[config.mk]
export PLATFORM = sky130hd
export DESIGN_NAME = c2i_cfg
export DESIGN_NICKNAME = d
export VERILOG_FILES = /design/src/sv/c2i_pkg.sv /design/src/sv/c2i_cfg.sv
export SDC_FILE = /design/constraint.sdc
export NUM_CORES = 1
export LEC_CHECK = 0
export BUFFER_PORTS_ARGS = -buffer_cell sky130_fd_sc_hd__buf_4
export CAP_MARGIN = 20
export CORE_UTILIZATION = 42
export DETAILED_ROUTE_END_ITERATION = 8
export PLACE_DENSITY = 0.77
export SLEW_MARGIN = 20
export SYNTH_ARGS = -nofsm -noshare
export SYNTH_HDL_FRONTEND = slang
export SYNTH_SLANG_ARGS = --single-unit
[constraint.sdc]
create_clock -name clk -period 1.5 [get_ports clk]
set_clock_uncertainty 0.05 [all_clocks]
set_input_delay 0.3 -clock clk [delete_from_list [all_inputs] [get_ports clk]]
set_output_delay 0.3 -clock clk [all_outputs]
set_load 0.005 [all_outputs]
[src/sv/c2i_pkg.sv]
`timescale 1ns / 1ps

package c2i_pkg;

    // Default sizes for the top-level parameters.
    localparam int DEF_MAX_HEIGHT    = 64;
    localparam int DEF_MAX_WIDTH     = 64;
    localparam int DEF_MAX_KERNEL    = 16;
    localparam int DEF_DILATION_ROWS = 1;
    localparam int DEF_DILATION_COLS = 1;

    // Field widths.
    localparam int DATA_W     = 32;
    localparam int PLANE_W    = 7;
    localparam int KERN_W     = 5;
    localparam int PAD_W      = 4;
    localparam int STEP_W     = 5;
    localparam int CFG_ADDR_W = 5;
    localparam int REG_IDX_W  = CFG_ADDR_W - 2;
    localparam int APB_DATA_W = 32;

    // Output grid counts stay below 256 since plane plus twice the padding is at most 157.
    localparam int OCNT_W = 8;
    // Unpadded position sum: kernel offset plus output offset times stride.
    localparam int POS_W  = 13;
    // Linear pixel address and plane size, row times width plus column.
    localparam int PROD_W = 14;

    // Register indexes.
    localparam logic [REG_IDX_W-1:0] REG_PLANE_HEIGHT = 3'd0;
    localparam logic [REG_IDX_W-1:0] REG_PLANE_WIDTH  = 3'd1;
    localparam logic [REG_IDX_W-1:0] REG_KERNEL_ROWS  = 3'd2;
    localparam logic [REG_IDX_W-1:0] REG_KERNEL_COLS  = 3'd3;
    localparam logic [REG_IDX_W-1:0] REG_PAD_ROWS     = 3'd4;
    localparam logic [REG_IDX_W-1:0] REG_PAD_COLS     = 3'd5;
    localparam logic [REG_IDX_W-1:0] REG_STEP_ROWS    = 3'd6;
    localparam logic [REG_IDX_W-1:0] REG_STEP_COLS    = 3'd7;

    // Command codes.
    localparam logic CMD_ACCUM = 1'b0;
    localparam logic CMD_DRAIN = 1'b1;

    // Effective configuration after clamping.
    typedef struct packed {
        logic [PLANE_W-1:0] height;
        logic [PLANE_W-1:0] width;
        logic [KERN_W-1:0]  krows;
        logic [KERN_W-1:0]  kcols;
        logic [PAD_W-1:0]   prows;
        logic [PAD_W-1:0]   pcols;
        logic [STEP_W-1:0]  srows;
        logic [STEP_W-1:0]  scols;
    } cfg_t;

    typedef enum logic [2:0] {
        ST_CLEAR,
        ST_IDLE,
        ST_POS,
        ST_ADDR,
        ST_READ,
        ST_WRITE
    } state_t;

    // Commands from the controller to the datapath.
    typedef struct packed {
        logic accept;
        logic clear_en;
        logic pos_en;
        logic addr_en;
        logic rd_en;
        logic wr_en;
    } ctrl_cmd_t;

    // Status from the datapath to the controller.
    typedef struct packed {
        logic clear_last;
        logic div_busy;
    } ctrl_sts_t;

    // Signed add that saturates to the 32-bit range.
    function automatic logic signed [DATA_W-1:0] sat_add(
        input logic signed [DATA_W-1:0] a,
        input logic signed [DATA_W-1:0] b
    );
        logic signed [DATA_W:0] s;
        logic signed [DATA_W-1:0] r;
        s = {a[DATA_W-1], a} + {b[DATA_W-1], b};
        if (s[DATA_W] != s[DATA_W-1])
        begin
            r = s[DATA_W] ? {1'b1, {(DATA_W-1){1'b0}}} : {1'b0, {(DATA_W-1){1'b1}}};
        end
        else
        begin
            r = s[DATA_W-1:0];
        end
        return r;
    endfunction

endpackage

[src/sv/c2i_cfg.sv]
`timescale 1ns / 1ps

module c2i_cfg #(
    parameter int MAX_HEIGHT = c2i_pkg::DEF_MAX_HEIGHT,
    parameter int MAX_WIDTH  = c2i_pkg::DEF_MAX_WIDTH,
    parameter int MAX_KERNEL = c2i_pkg::DEF_MAX_KERNEL
) (
    input  logic                            clk,
    input  logic                            rst_n,
    input  logic                            psel,
    input  logic                            penable,
    input  logic                            pwrite,
    input  logic [c2i_pkg::CFG_ADDR_W-1:0]  paddr,
    input  logic [c2i_pkg::APB_DATA_W-1:0]  pwdata,
    output logic [c2i_pkg::APB_DATA_W-1:0]  prdata,
    output logic                            pready,
    output c2i_pkg::cfg_t                   cfg,
    output logic                            cfg_wr
);

    import c2i_pkg::*;

    logic [PLANE_W-1:0]   height_reg;
    logic [PLANE_W-1:0]   width_reg;
    logic [KERN_W-1:0]    krows_reg;
    logic [KERN_W-1:0]    kcols_reg;
    logic [PAD_W-1:0]     prows_reg;
    logic [PAD_W-1:0]     pcols_reg;
    logic [STEP_W-1:0]    srows_reg;
    logic [STEP_W-1:0]    scols_reg;
    logic [REG_IDX_W-1:0] idx;

    assign pready = 1'b1;
    assign idx    = paddr[CFG_ADDR_W-1:2];
    assign cfg_wr = psel & penable & pwrite & pready;

    // Register writes in the access cycle.
    always_ff @(posedge clk or negedge rst_n)
    begin
        if (!rst_n)
        begin
            height_reg <= PLANE_W'(1);
            width_reg  <= PLANE_W'(1);
            krows_reg  <= KERN_W'(1);
            kcols_reg  <= KERN_W'(1);
            prows_reg  <= '0;
            pcols_reg  <= '0;
            srows_reg  <= STEP_W'(1);
            scols_reg  <= STEP_W'(1);
        end
        else if (cfg_wr)
        begin
            case (idx)
                REG_PLANE_HEIGHT: height_reg <= pwdata[PLANE_W-1:0];
                REG_PLANE_WIDTH:  width_reg  <= pwdata[PLANE_W-1:0];
                REG_KERNEL_ROWS:  krows_reg  <= pwdata[KERN_W-1:0];
                REG_KERNEL_COLS:  kcols_reg  <= pwdata[KERN_W-1:0];
                REG_PAD_ROWS:     prows_reg  <= pwdata[PAD_W-1:0];
                REG_PAD_COLS:     pcols_reg  <= pwdata[PAD_W-1:0];
                REG_STEP_ROWS:    srows_reg  <= pwdata[STEP_W-1:0];
                REG_STEP_COLS:    scols_reg  <= pwdata[STEP_W-1:0];
                default:          height_reg <= height_reg;
            endcase
        end
    end

    // Read back the raw register values.
    always_comb
    begin
        case (idx)
            REG_PLANE_HEIGHT: prdata = APB_DATA_W'(height_reg);
            REG_PLANE_WIDTH:  prdata = APB_DATA_W'(width_reg);
            REG_KERNEL_ROWS:  prdata = APB_DATA_W'(krows_reg);
            REG_KERNEL_COLS:  prdata = APB_DATA_W'(kcols_reg);
            REG_PAD_ROWS:     prdata = APB_DATA_W'(prows_reg);
            REG_PAD_COLS:     prdata = APB_DATA_W'(pcols_reg);
            REG_STEP_ROWS:    prdata = APB_DATA_W'(srows_reg);
            REG_STEP_COLS:    prdata = APB_DATA_W'(scols_reg);
            default:          prdata = '0;
        endcase
    end

    // Clamp sizes into their supported ranges; a zero stride acts as one.
    always_comb
    begin
        cfg.height = (height_reg == '0) ? PLANE_W'(1) :
                     ((int'(height_reg) > MAX_HEIGHT) ? PLANE_W'(MAX_HEIGHT) : height_reg);
        cfg.width  = (width_reg == '0) ? PLANE_W'(1) :
                     ((int'(width_reg) > MAX_WIDTH) ? PLANE_W'(MAX_WIDTH) : width_reg);
        cfg.krows  = (krows_reg == '0) ? KERN_W'(1) :
                     ((int'(krows_reg) > MAX_KERNEL) ? KERN_W'(MAX_KERNEL) : krows_reg);
        cfg.kcols  = (kcols_reg == '0) ? KERN_W'(1) :
                     ((int'(kcols_reg) > MAX_KERNEL) ? KERN_W'(MAX_KERNEL) : kcols_reg);
        cfg.prows  = prows_reg;
        cfg.pcols  = pcols_reg;
        cfg.srows  = (srows_reg == '0) ? STEP_W'(1) : srows_reg;
        cfg.scols  = (scols_reg == '0) ? STEP_W'(1) : scols_reg;
    end

endmodule

==> run summary <==
The run finished, with violations left. The checks that failed: negative setup slack. Wires add up to 6690 um.

After floorplanning, the core was sized to cover 5570 um^2. The count of nets left with antenna violations once routing finished came out at 0. Dividing the detail-routed via count by the number of cells gives 5.03. The path class of the tightest hold or removal check is input pin to register. For the peak supply drop, the log shows 0.972 mV. The type of element launching the critical path was a register. The analysis attributes to cell leakage a power of 1.76 nW. The clock power share is 0.185.

Clock tree synthesis selected as its root buffer the cell sky130_fd_sc_hd__clkbuf_8. The async set-or-reset flop fraction in the synthesized netlist came out at 1.00. The most used flip-flop cell after synthesis is sky130_fd_sc_hd__dfrtp_1. The number of clock sinks came out at 42.

Among all stages on the critical path, the largest delay is contributed by sky130_fd_sc_hd__dfrtp_1. For the combined global-route utilization of all metal layers, the log shows 0.209. Entering global routing, the biggest net connects 43 pins. The most critical setup path has its startpoint at scols_reg[4].

The required time of the critical path was 1.15 ns; the cell area after synthesis was 2460 um^2. In this run, the number of DRC markers left after iteration 0 of detailed routing was 70. For this run the aggregate overflow at the end of global routing stands at 0. TritonCTS built the clock tree.

For this design the ratio of total power to cell area is 1140 nW/um^2. The first-pass detailed-route iteration total is 4, and the remaining routing DRC violations is 0. The worst hold path startpoint was pwdata[5]. After synthesis the netlist holds a flip-flop and latch count of 42.

The post-route minimum period was 1.81 ns; the via count of the first global-routing pass was 1943. Across all layers, the routed design uses 2003 vias. For the arrival time at the worst endpoint, the log shows 1.46 ns. The fraction of post-synthesis cell area in the top cell type by area is 0.366. Counting instances in the post-synthesis netlist gives the leading cell types as 36 x sky130_fd_sc_hd__dfrtp_1, 30 x sky130_fd_sc_hd__mux2_2, 27 x sky130_fd_sc_hd__buf_4. The average instance in the mapped netlist occupies 10.9 um^2.

sky130_fd_sc_hd__dfrtp_1 takes more of the synthesized area than any other cell. In this run the power spent charging and discharging nets is 0.00121 W. The number of maximum-capacitance violations is 0.

Detailed placement ended at an HPWL of 4140 um. The worst stage delay on the critical path was 0.39 ns. From bottom edge to top edge, the die measures 78.5 um.

The fraction of power spent switching nets is 0.303. The clock-pin slew reported for the worst setup and hold paths after clock tree synthesis was 0.08 ns. After detailed routing, the average wire length per cell comes to 16.8 um. Critical path start-end classification: register to output pin. The placed standard-cell area is 3040 um^2. The number of instances in the synthesized netlist is 226. Setup repair after global routing could not meet its margin everywhere.

The worst setup path is captured at an output pin. The remaining max-slew budget at the tightest pin was 0.649; the final weighted congestion in routability-driven placement was 0.804. Relative to the synthesized area, the layout overhead comes to 42.8%. After synthesis, the netlist uses 30 different library cells.

The least setup slack across all paths after layout was -0.314 ns; the fraction of final layout cells sized beyond drive strength 1 was 0.589. After floorplanning, the core was divided into 27 placement rows. In the post-synthesis netlist, the cell with the most instances is sky130_fd_sc_hd__dfrtp_1. For the logic gate share of total power, the log shows 0.416. Effective utilization at floorplan: 0.441. Walking the worst path, the cells encountered are mux2i_1, a211oi_1, o22a_1, buf_4. Once layout is done, the placed cells without fillers occupy 3510 um^2. The clock passes through at most 2 buffers. The number of antenna diodes in the final layout is 0. The internal portion of total power was 0.00279 W. In this run the worst path has a maximum fanout of 2. For this design the top-level I/O count stands at 118. The H-tree depth was 2.

The final net count is 367, and the slew at the pin with the worst max-slew slack is 0.526 ns. In this run the tool buffered the top-level ports with 64 buffer cells. Adding up every negative setup slack in the final design gives -2.14 ns. The die covers 6160 um^2.

The run gives 0.630 as the end-of-flow core utilization. The beginning of the worst register-to-register path was width_reg[1]. Final hold violation count: 0. The count of cells in the finished layout, fillers not included, comes to 398. The number of placed cells counting well taps was 368; the number of flops mapped to enable cells by yosys was 0.

The post-route fraction of the period consumed by the critical path works out to 1.21. The floorplan step set the die width to 78.5 um. The proportion of synthesized chip area in sequential cells was 0.431; the number of max-slew violations in the final report was 0. The share of power burned in registers is 0.399. The worst-skew pair later-pin latency is 0.29 ns, and the top achievable clock speed is 551 MHz. Setup violations remaining at the end of the flow were counted as 14. Overall power consumption after layout is estimated at 0.00400 W. The TritonCTS buffer count is 5, and the number of antenna violations at the first check in global routing is 0. In the post-synthesis netlist, the biggest area contributors are sky130_fd_sc_hd__dfrtp_1 37%, sky130_fd_sc_hd__mux2_2 14%, sky130_fd_sc_hd__buf_4 8.2%. During synthesis, Yosys emitted a total of 0 warnings. The first-pass GRT wire length is 9670 um.
[worst paths after layout]
kind                                      end  slack [ns]  depth (start not counted)
worst max-delay path                prdata[4]       -0.31                          4
worst min-delay path            height_reg[5]        0.19                          2
worst max register to register   width_reg[1]        0.32                          4
worst min register to register   pcols_reg[1]        0.50                          1
max in group asynchronous       height_reg[6]        0.54                          2
min in group asynchronous        kcols_reg[3]        0.47                          2
[repair_timing]
action	CTS	global route
pin swaps	19	12
setup endpoints to repair	13	17
resized for setup	25	22
buffers inserted	15	6
hold buffers	1	0
hold endpoints to repair	36	0
[routing by layer]
metal  share of wire  GRT usage  routed length, um
met1            0.41      0.241               2720
met2            0.52      0.365               3480
met3           0.045     0.0395                304
met4           0.027      0.109                183
met5               0          0                  0
[cells in the final DEF (no fill, tap or decap), types with 2 or more instances in the layout]
| cell type | Yosys | layout |
|---|---|---|
| sky130_fd_sc_hd__a211oi_2 | 0 | 3 |
| sky130_fd_sc_hd__a21oi_1 | 4 | 3 |
| sky130_fd_sc_hd__buf_4 | 27 | 93 |
| sky130_fd_sc_hd__buf_6 | 1 | 17 |
| sky130_fd_sc_hd__clkbuf_1 | 13 | 2 |
| sky130_fd_sc_hd__clkbuf_8 | 0 | 6 |
| sky130_fd_sc_hd__conb_1 | 2 | 26 |
| sky130_fd_sc_hd__dfrtp_1 | 36 | 34 |
| sky130_fd_sc_hd__dfrtp_2 | 0 | 2 |
| sky130_fd_sc_hd__dfstp_2 | 6 | 6 |
| sky130_fd_sc_hd__inv_1 | 5 | 5 |
| sky130_fd_sc_hd__mux2_2 | 30 | 30 |
| sky130_fd_sc_hd__mux2_4 | 12 | 12 |
| sky130_fd_sc_hd__mux2i_1 | 13 | 11 |
| sky130_fd_sc_hd__mux2i_2 | 0 | 2 |
| sky130_fd_sc_hd__nand2_1 | 6 | 6 |
| sky130_fd_sc_hd__nand2_2 | 2 | 2 |
| sky130_fd_sc_hd__nand2b_1 | 3 | 3 |
| sky130_fd_sc_hd__nor2_1 | 18 | 18 |
| sky130_fd_sc_hd__nor2b_1 | 15 | 11 |
| sky130_fd_sc_hd__nor2b_4 | 0 | 3 |
| sky130_fd_sc_hd__nor3_1 | 6 | 2 |
| sky130_fd_sc_hd__nor3_2 | 0 | 3 |
| sky130_fd_sc_hd__o22a_1 | 4 | 4 |
| sky130_fd_sc_hd__o22ai_1 | 3 | 2 |
| sky130_fd_sc_hd__or3_1 | 3 | 2 |
[power by group through the flow]
stage	clock [W]	combinational [W]	sequential (W)
after floorplan	0	0.000655	0.00157
after global placement	0	0.00121	0.00160
after detailed placement	0	0.00123	0.00161
after CTS	0.000750	0.00147	0.00158
after global routing	0.000806	0.00178	0.00162
final	0.000741	0.00166	0.00159
[metrics by stage]
stage | worst slack (ns) | hold WS (ns)
final | -0.314 | 0.194
after global routing | -0.341 | 0.187
after CTS | -0.282 | 0.192
after detailed placement | -0.215 | 0.261
after global placement | -0.206 | 0.256
after floorplan | -0.00754 | -0.0456
[final cells by class]
cell class	instances	area [um^2]
timing repair buffer	113	935
sequential	42	1060
multi-input combinational	158	1320
clock buffer	8	90.1
fill	423	2060
tap	72	90.1
inverter	5	18.8
[logic make-up after synthesis]
family                 share of synthesized area
other                                    0.00305
buffers and inverters                      0.123
AOI/OAI and AO/OA                         0.0657
muxes                                      0.264
and+or+nand+nor                            0.115
DFF                                        0.431
[critical path: cells and delay by family (launching register included)]
kind	cells	cell delay (ns)
compound gates	2	0.55
flops	1	0.39
buf+inv	1	0.12
mux	1	0.11
Note: power is estimated with default switching activity, not from simulation.
