## src/sv/c2i_pkg.sv

```systemverilog
`timescale 1ns / 1ps

package c2i_pkg;

    // Default sizes for the top-level parameters.
    localparam int DEF_MAX_HEIGHT    = 64;
    localparam int DEF_MAX_WIDTH     = 64;
    localparam int DEF_MAX_KERNEL    = 16;
    localparam int DEF_DILATION_ROWS = 1;
    localparam int DEF_DILATION_COLS = 1;

    // Field widths.
    localparam int DATA_W     = 32;
    localparam int PLANE_W    = 7;
    localparam int KERN_W     = 5;
    localparam int PAD_W      = 4;
    localparam int STEP_W     = 5;
    localparam int CFG_ADDR_W = 5;
    localparam int REG_IDX_W  = CFG_ADDR_W - 2;
    localparam int APB_DATA_W = 32;

    // Output grid counts stay below 256 since plane plus twice the padding is at most 157.
    localparam int OCNT_W = 8;
    // Unpadded position sum: kernel offset plus output offset times stride.
    localparam int POS_W  = 13;
    // Linear pixel address and plane size, row times width plus column.
    localparam int PROD_W = 14;

    // Register indexes.
    localparam logic [REG_IDX_W-1:0] REG_PLANE_HEIGHT = 3'd0;
    localparam logic [REG_IDX_W-1:0] REG_PLANE_WIDTH  = 3'd1;
    localparam logic [REG_IDX_W-1:0] REG_KERNEL_ROWS  = 3'd2;
    localparam logic [REG_IDX_W-1:0] REG_KERNEL_COLS  = 3'd3;
    localparam logic [REG_IDX_W-1:0] REG_PAD_ROWS     = 3'd4;
    localparam logic [REG_IDX_W-1:0] REG_PAD_COLS     = 3'd5;
    localparam logic [REG_IDX_W-1:0] REG_STEP_ROWS    = 3'd6;
    localparam logic [REG_IDX_W-1:0] REG_STEP_COLS    = 3'd7;

    // Command codes.
    localparam logic CMD_ACCUM = 1'b0;
    localparam logic CMD_DRAIN = 1'b1;

    // Effective configuration after clamping.
    typedef struct packed {
        logic [PLANE_W-1:0] height;
        logic [PLANE_W-1:0] width;
        logic [KERN_W-1:0]  krows;
        logic [KERN_W-1:0]  kcols;
        logic [PAD_W-1:0]   prows;
        logic [PAD_W-1:0]   pcols;
        logic [STEP_W-1:0]  srows;
        logic [STEP_W-1:0]  scols;
    } cfg_t;

    typedef enum logic [2:0] {
        ST_CLEAR,
        ST_IDLE,
        ST_POS,
        ST_ADDR,
        ST_READ,
        ST_WRITE
    } state_t;

    // Commands from the controller to the datapath.
    typedef struct packed {
        logic accept;
        logic clear_en;
        logic pos_en;
        logic addr_en;
        logic rd_en;
        logic wr_en;
    } ctrl_cmd_t;

    // Status from the datapath to the controller.
    typedef struct packed {
        logic clear_last;
        logic div_busy;
    } ctrl_sts_t;

    // Signed add that saturates to the 32-bit range.
    function automatic logic signed [DATA_W-1:0] sat_add(
        input logic signed [DATA_W-1:0] a,
        input logic signed [DATA_W-1:0] b
    );
        logic signed [DATA_W:0] s;
        logic signed [DATA_W-1:0] r;
        s = {a[DATA_W-1], a} + {b[DATA_W-1], b};
        if (s[DATA_W] != s[DATA_W-1])
        begin
            r = s[DATA_W] ? {1'b1, {(DATA_W-1){1'b0}}} : {1'b0, {(DATA_W-1){1'b1}}};
        end
        else
        begin
            r = s[DATA_W-1:0];
        end
        return r;
    endfunction

endpackage

```

## src/sv/c2i_ctrl.sv

```systemverilog
`timescale 1ns / 1ps

module c2i_ctrl (
    input  logic                  clk,
    input  logic                  rst_n,
    input  logic                  start,
    input  c2i_pkg::ctrl_sts_t    sts,
    output logic                  busy,
    output c2i_pkg::ctrl_cmd_t    ccmd
);

    import c2i_pkg::*;

    state_t state_reg;
    state_t state_next;

    // State register.
    always_ff @(posedge clk or negedge rst_n)
    begin
        if (!rst_n)
        begin
            state_reg <= ST_CLEAR;
        end
        else
        begin
            state_reg <= state_next;
        end
    end

    // Next state.
    always_comb
    begin
        state_next = state_reg;
        case (state_reg)
            ST_CLEAR:
            begin
                if (sts.clear_last)
                begin
                    state_next = ST_IDLE;
                end
            end
            ST_IDLE:
            begin
                if (start && !sts.div_busy)
                begin
                    state_next = ST_POS;
                end
            end
            ST_POS:   state_next = ST_ADDR;
            ST_ADDR:  state_next = ST_READ;
            ST_READ:  state_next = ST_WRITE;
            ST_WRITE: state_next = ST_IDLE;
            default:  state_next = ST_CLEAR;
        endcase
    end

    // Datapath commands.
    always_comb
    begin
        ccmd = '0;
        busy = 1'b1;
        case (state_reg)
            ST_CLEAR: ccmd.clear_en = 1'b1;
            ST_IDLE:
            begin
                busy        = sts.div_busy;
                ccmd.accept = start & ~sts.div_busy;
            end
            ST_POS:   ccmd.pos_en  = 1'b1;
            ST_ADDR:  ccmd.addr_en = 1'b1;
            ST_READ:  ccmd.rd_en   = 1'b1;
            ST_WRITE: ccmd.wr_en   = 1'b1;
            default:  ccmd = '0;
        endcase
    end

endmodule

```

## config.mk

```make
export PLATFORM = sky130hd
export DESIGN_NAME = c2i_ctrl
export DESIGN_NICKNAME = d
export VERILOG_FILES = /design/src/sv/c2i_pkg.sv /design/src/sv/c2i_ctrl.sv
export SDC_FILE = /design/constraint.sdc
export NUM_CORES = 1
export LEC_CHECK = 0
export ABC_AREA = 1
export BUFFER_PORTS_ARGS = -buffer_cell sky130_fd_sc_hd__buf_4
export CAP_MARGIN = 0
export CORE_AREA = 8 8 45 47
export CTS_CLUSTER_DIAMETER = 100
export DETAILED_ROUTE_END_ITERATION = 6
export DIE_AREA = 0 0 53 55
export GPL_TIMING_DRIVEN = 1
export PLACE_DENSITY = 0.46
export SYNTH_ARGS = -nofsm -noshare
export SYNTH_HDL_FRONTEND = slang
export SYNTH_SLANG_ARGS = --single-unit
```

## constraint.sdc

```tcl
create_clock -name clk -period 2.2 [get_ports clk]
set_input_delay 0.22 -clock clk [delete_from_list [all_inputs] [get_ports clk]]
set_output_delay 0.22 -clock clk [all_outputs]
set_load 0.01 [all_outputs]
```

==> impl_metrics.tcl, run 1 <==
set metrics [dict create \
    outcome "complete, no violations" \
    drive_gt1_share_pct 38.3 \
    slew_viol_final 0 \
    hold_class "in -> reg" \
    dp.cells 58 \
    critPathMaxFanout 6 \
    leakage_nw 0.183 \
    final_nets 53 \
    largest_reg_flops 3 \
    diodes 0 \
    cts_buffer_depth 2 \
    fin_crit_sh_pct 64.0 \
    die-width_um 53 \
    avgViaCountPerCell 3.83 \
    synth_nets 36 \
    powerDensity_nw_per_um2 1330 \
    synth_edf_count 0 \
    worstPathCellList "inv_2 -> nor2_1 -> inv_1 -> nor2_1 -> buf_4" \
    die_height_um 55 \
    netlist_top_cells_area "dfrtp_1, nor2_1, inv_1" \
    rsz0062_at_grt "no" \
    antenna_found_initial 0 \
    fin_skew_ns 0.00288 \
    fin_area_um2 344 \
    wl_per_cell_um 9.54 \
    io_buffers 11 \
    cts_root_buf "clkbuf_4" \
    netlist_area_um2 205 \
    dr_total_vias 241 \
    synthCells 31 \
    yosys.area.top_type "dfrtp_1" \
    ys_warn_count 0 \
    drtPass1Iterations 2 \
    drc_errors 0 \
    setup_viol 0 \
    end_kind "primary output" \
    crit_top_cell "nor2_1" \
    worstReg2RegStart "state_reg[0]" \
    numCtsBuffers 3 \
    max_stage_delay_ns 0.44 \
    synth-async-reset-ratio_pct 100 \
    slew-limit-headroom_pct 85.3 \
    area_growth_pct 67.7 \
    cp-start-kind "register" \
    grt_remaining_overflow 0 \
    start_util_pct 14.8 \
    synth_seq_cells 3 \
    r2r_slack_ns 1.22 \
    tightest_slew_ns 0.218 \
    grt_max_degree 8 \
    fmax_mhz 711 \
    final_cells 63 \
    crit_required_ns 1.98 \
    avgSynthCellArea_um2 6.62 \
    slowest_stage "dfrtp_1" \
    synthTopCellsByCount "nor2_1, inv_1, nand2_1" \
    drt-initial-drc-count 6 \
    grt_pass1_wl_mm 1.10 \
    clk_latency_ns 0.23 \
    ios 12 \
    final_hold_viol_count 0 \
    power.total_mw 0.458 \
    synth_top_flop_cell "dfrtp_1" \
    min_period_ns 1.41 \
    core_area_um2 1380 \
    r2r_cells 4 \
    wirelength_um 601 \
    vdd_drop_max_v 0.000436 \
    synth.most_common_cell "nor2_1" \
    h-tree-depth 1 \
    hpwl_um 483 \
    hold_path_depth 3 \
    dpl-instance-area_um2 308 \
    grt_pass1_vias 254 \
    grt_use_total_pct 5.42 \
    place.gp.congestion 0.722 \
    whs_endpoint "state_reg[0]" \
    maxCapViolCount 0 \
    tritoncts "done" \
    cts.sinks 3 \
    critical_path_arrival_ns 1.19 \
    yosysSeqAreaShare_pct 36.6 \
    tns_ns 0 \
    crit_type "reg -> out" \
    post_cts_buffers 0 \
    rows 14 \
    yosysTopAreaCellShare_pct 36.6 \
    r2r-end "state_reg[0]" \
    antenna_left 0 \
    min_from "sts[1]" \
    yosysUniqueCellTypes 13 \
    clkTransAtPathRegs_ns 0.04 \
    dieArea_um2 2920 \
]
[power by group]
group / internal [mW] / switching, mW / leakage [nW]
sequential: 0.0804 / 0.0432 / 0.0374
combinational: 0.110 / 0.127 / 0.131
clock: 0.0680 / 0.0288 / 0.0150
[cell type report]
cell class                      instances  area [µm²]
Timing Repair Buffer                   12        92.6
Sequential cell                         3        75.1
Clock buffer                            4        26.3
Fill cell                             168        1040
Multi-Input combinational cell         22         108
Inverter                                6        22.5
Tap cell                               16        20.0
[what timing repair did]
| item | 4_1_cts | 5_1_grt |
|---|---|---|
| gates resized for setup | 0 | 0 |
| hold buffers | 1 | 0 |
| hold endpoints to repair | 3 | 0 |
[worst max path at each step]
stage / start / to / slack, ns / cells past startpoint
floorplan: state_reg[0] / ccmd[5] / 1.09 / 2
global placement: state_reg[2] / ccmd[1] / 1.03 / 5
detailed placement: state_reg[2] / ccmd[1] / 1.03 / 5
CTS: state_reg[2] / ccmd[1] / 0.77 / 5
global route: state_reg[0] / ccmd[5] / 0.67 / 3
finish: state_reg[2] / ccmd[1] / 0.79 / 5
[cells by family after synthesis]
family | Yosys count | share of synthesized area (%)
AOI/OAI and AO/OA | 2 | 5.49
DFF | 3 | 36.6
buffers and inverters | 6 | 11.0
and+or+nand+nor | 20 | 46.9
[layer usage]
layer / routed length (µm) / vias to the layer above / GRT usage, % / part of all wire [%]
li1: - / 132 / - / -
met1: 254 / 106 / 5.50 / 42
met2: 333 / 3 / 7.62 / 55
met3: 12 / 0 / 2.41 / 2.0
met4: 0 / 0 / 6.47 / 0
met5: 0 / - / 0 / 0
[placed cells by master (no fill, tap or decap), drive strengths merged]
| master | synthesis | layout |
|---|---|---|
| nor3 | 1 | 1 |
| nand2 | 4 | 4 |
| dfrtp | 3 | 3 |
| o22ai | 1 | 1 |
| nor4 | 1 | 1 |
| a21oi | 1 | 1 |
| clkbuf | 0 | 4 |
| dlygate4sd3 | 0 | 1 |
| nand3 | 2 | 2 |
| nor2 | 10 | 10 |
| buf | 0 | 11 |
| nand3b | 2 | 2 |
| inv | 6 | 6 |
[stage by stage]
step	hold WS (ns)	utilization, %	setup slack (ns)
2_1_floorplan	-0.0756	-	1.09
3_3_place_gp	0.0118	22.2	1.03
3_5_place_dp	0.0127	22.2	1.03
4_1_cts	0.259	24.9	0.766
5_1_grt	0.303	24.9	0.672
6_report	0.269	24.9	0.793
[worst max-delay path, delay by kind of cell, from the launching register on]
family | cells | cell delay, ns
buffers and inverters | 3 | 0.30
and+or+nand+nor | 2 | 0.21
DFF | 1 | 0.44
Power figures use the tool's default switching activity.
==> run 2: changes to the inputs <==
- PLACE_DENSITY: 0.46 -> 0.47
- clock period: 2.2 -> 1.2 ns (I/O delays scaled with it)
==> run 2 against run 1 <==
The flow now finishes with violations (negative setup slack); largest power group unchanged; critical path depth fell by 3; non-clock buffer count grew 3; wire length rose by 3.8%; via count grew 6.6%; combinational power grew 120%; hold slack worse by 0.097 ns; core utilization grew 3.3 points; critical path type unchanged; clock power rose by 79%; count of clock-buffer cells in the layout stayed put; power grew 110%; design area grew 13%; register-to-register slack worse by 1.0 ns.
==> impl_metrics.tcl, run 2 (synthesis results as in run 1) <==
set metrics [dict create \
    outcome "finished with violations" \
    violations "negative setup slack" \
    final_cell_mix "buf_4, nor2_1, nand2_1" \
    numCtsBuffers 3 \
    final_hold_viol_count 0 \
    critPathCapture "ccmd[5]" \
    slew-limit-headroom_pct 87.3 \
    cts_buffer_depth 2 \
    die-width_um 53 \
    wirelength_um 624 \
    wl_per_cell_um 9.45 \
    rows 14 \
    avgViaCountPerCell 3.89 \
    cp-start-kind "register" \
    core_area_um2 1380 \
    antenna_left 0 \
    cts_root_buf "clkbuf_4" \
    start_util_pct 14.8 \
    nFillCells 158 \
    hold_class "in -> reg" \
    die_height_um 55 \
    crit_type "reg -> out" \
    r2r_cells 5 \
    power.total_mw 0.940 \
    critPathTopFamily "flip-flops" \
    grt_max_degree 8 \
    max_stage_delay_ns 0.46 \
    grt_use_total_pct 4.59 \
    vdd_drop_max_v 0.000441 \
    largest_reg_flops 3 \
    maxCapViolCount 0 \
    crit_required_ns 1.08 \
    powerDensity_nw_per_um2 2420 \
    critPathMaxFanout 6 \
    fin_skew_ns 0.0000445 \
    worstReg2RegStart "state_reg[2]" \
    rsz0062_at_grt "yes" \
    end_kind "primary output" \
    dieArea_um2 2920 \
    diodes 0 \
    fmax_mhz 807 \
    antenna_found_initial 0 \
    final_cells 66 \
    path_depth 2 \
    multi_input_area_um2 124 \
    io_buffers 11 \
    hpwl_um 445 \
    worstPathCellList "nor4_2 -> buf_4" \
    r2r-end "state_reg[0]" \
    fin_crit_sh_pct 103 \
    tritoncts "done" \
    drive_gt1_share_pct 56.0 \
    area_growth_pct 89.6 \
    dr_total_vias 257 \
    crit_start "state_reg[1]" \
    drt-initial-drc-count 4 \
    r2r_slack_ns 0.20 \
    min_period_ns 1.24 \
    dp_worst_setup_slack_ns 0.130 \
    layout_commonest_cell "buf_4" \
    tightest_slew_ns 0.190 \
    fin_ws_ns -0.0398 \
    drtPass1Iterations 2 \
    cts.sinks 3 \
    slowest_stage "dfrtp_2" \
    final_nets 56 \
    dp.cells 58 \
    grt_remaining_overflow 0 \
    leakage_nw 0.196 \
    drc_errors 0 \
    clkTransAtPathRegs_ns 0.04 \
    grt_pass1_wl_um 959 \
    ios 12 \
    cp_num_buf_inv 1 \
    register_area_um2 78.8 \
    critical_path_arrival_ns 1.12 \
    clk_latency_ns 0.23 \
    slew_viol_final 0 \
    grt_pass1_vias 254 \
    place.gp.congestion 0.670 \
    h-tree-depth 1 \
    setup_viol 4 \
]
==> run 2: what timing repair did <==
item,CTS,global route
pin swaps,0,1
setup buffers,1,2
resized for setup,8,1
hold buffers,1,0
hold endpoints to repair,3,0
endpoints found under the setup margin,5,6
==> run 2: through the flow <==
step                      hold WS [ns]  area (µm²)  util (%)  setup TNS [ns]
after floorplan                 -0.176         205         -               0
after global placement         -0.0892         308      22.2               0
after detailed placement       -0.0908         308      22.2               0
after CTS                        0.176         369      26.7         -0.0785
after global routing             0.184         389      28.1          -0.514
final                            0.172         389      28.1         -0.0882
==> run 2: how the worst min path moves through the flow <==
stage,cells past startpoint,to,start,slack (ns)
after detailed placement,1,state_reg[2],rst_n,-0.09
after floorplan,0,state_reg[0],rst_n,-0.18
after CTS,3,state_reg[0],sts[1],0.18
after global routing,3,state_reg[0],sts[1],0.18
after global placement,1,state_reg[2],rst_n,-0.09
final,3,state_reg[0],sts[1],0.17
==> run 2: metal layers <==
layer  vias to the layer above  GRT usage [%]  part of all wire [%]
met3                         0           2.41                   9.8
met4                         0           5.17                     0
met5                         -              0                     0
met1                       113           3.65                    35
met2                         7           7.62                    55
li1                        137              -                     -
==> run 2: where the power goes <==
| part | total, mW | leakage, nW | switching, mW | internal (mW) |
|---|---|---|---|---|
| combinational | 0.514 | 0.147 | 0.260 | 0.254 |
| clock | 0.173 | 0.0150 | 0.0490 | 0.124 |
| sequential | 0.253 | 0.0338 | 0.0966 | 0.156 |
==> run 2: layout make-up <==
cell class / instances / share of cell area [%]
multi-input cells: 22 / 31.8
inverters: 6 / 6.43
well taps: 16 / 5.14
repair buffers: 15 / 29.6
flip-flops and latches: 3 / 20.3
clock buffers: 4 / 6.75
==> run 2: tightest hold or removal path: stages <==
cell and delay, ns:
buf_4 0.08, nor2_1 0.03, a21oi_1 0.12
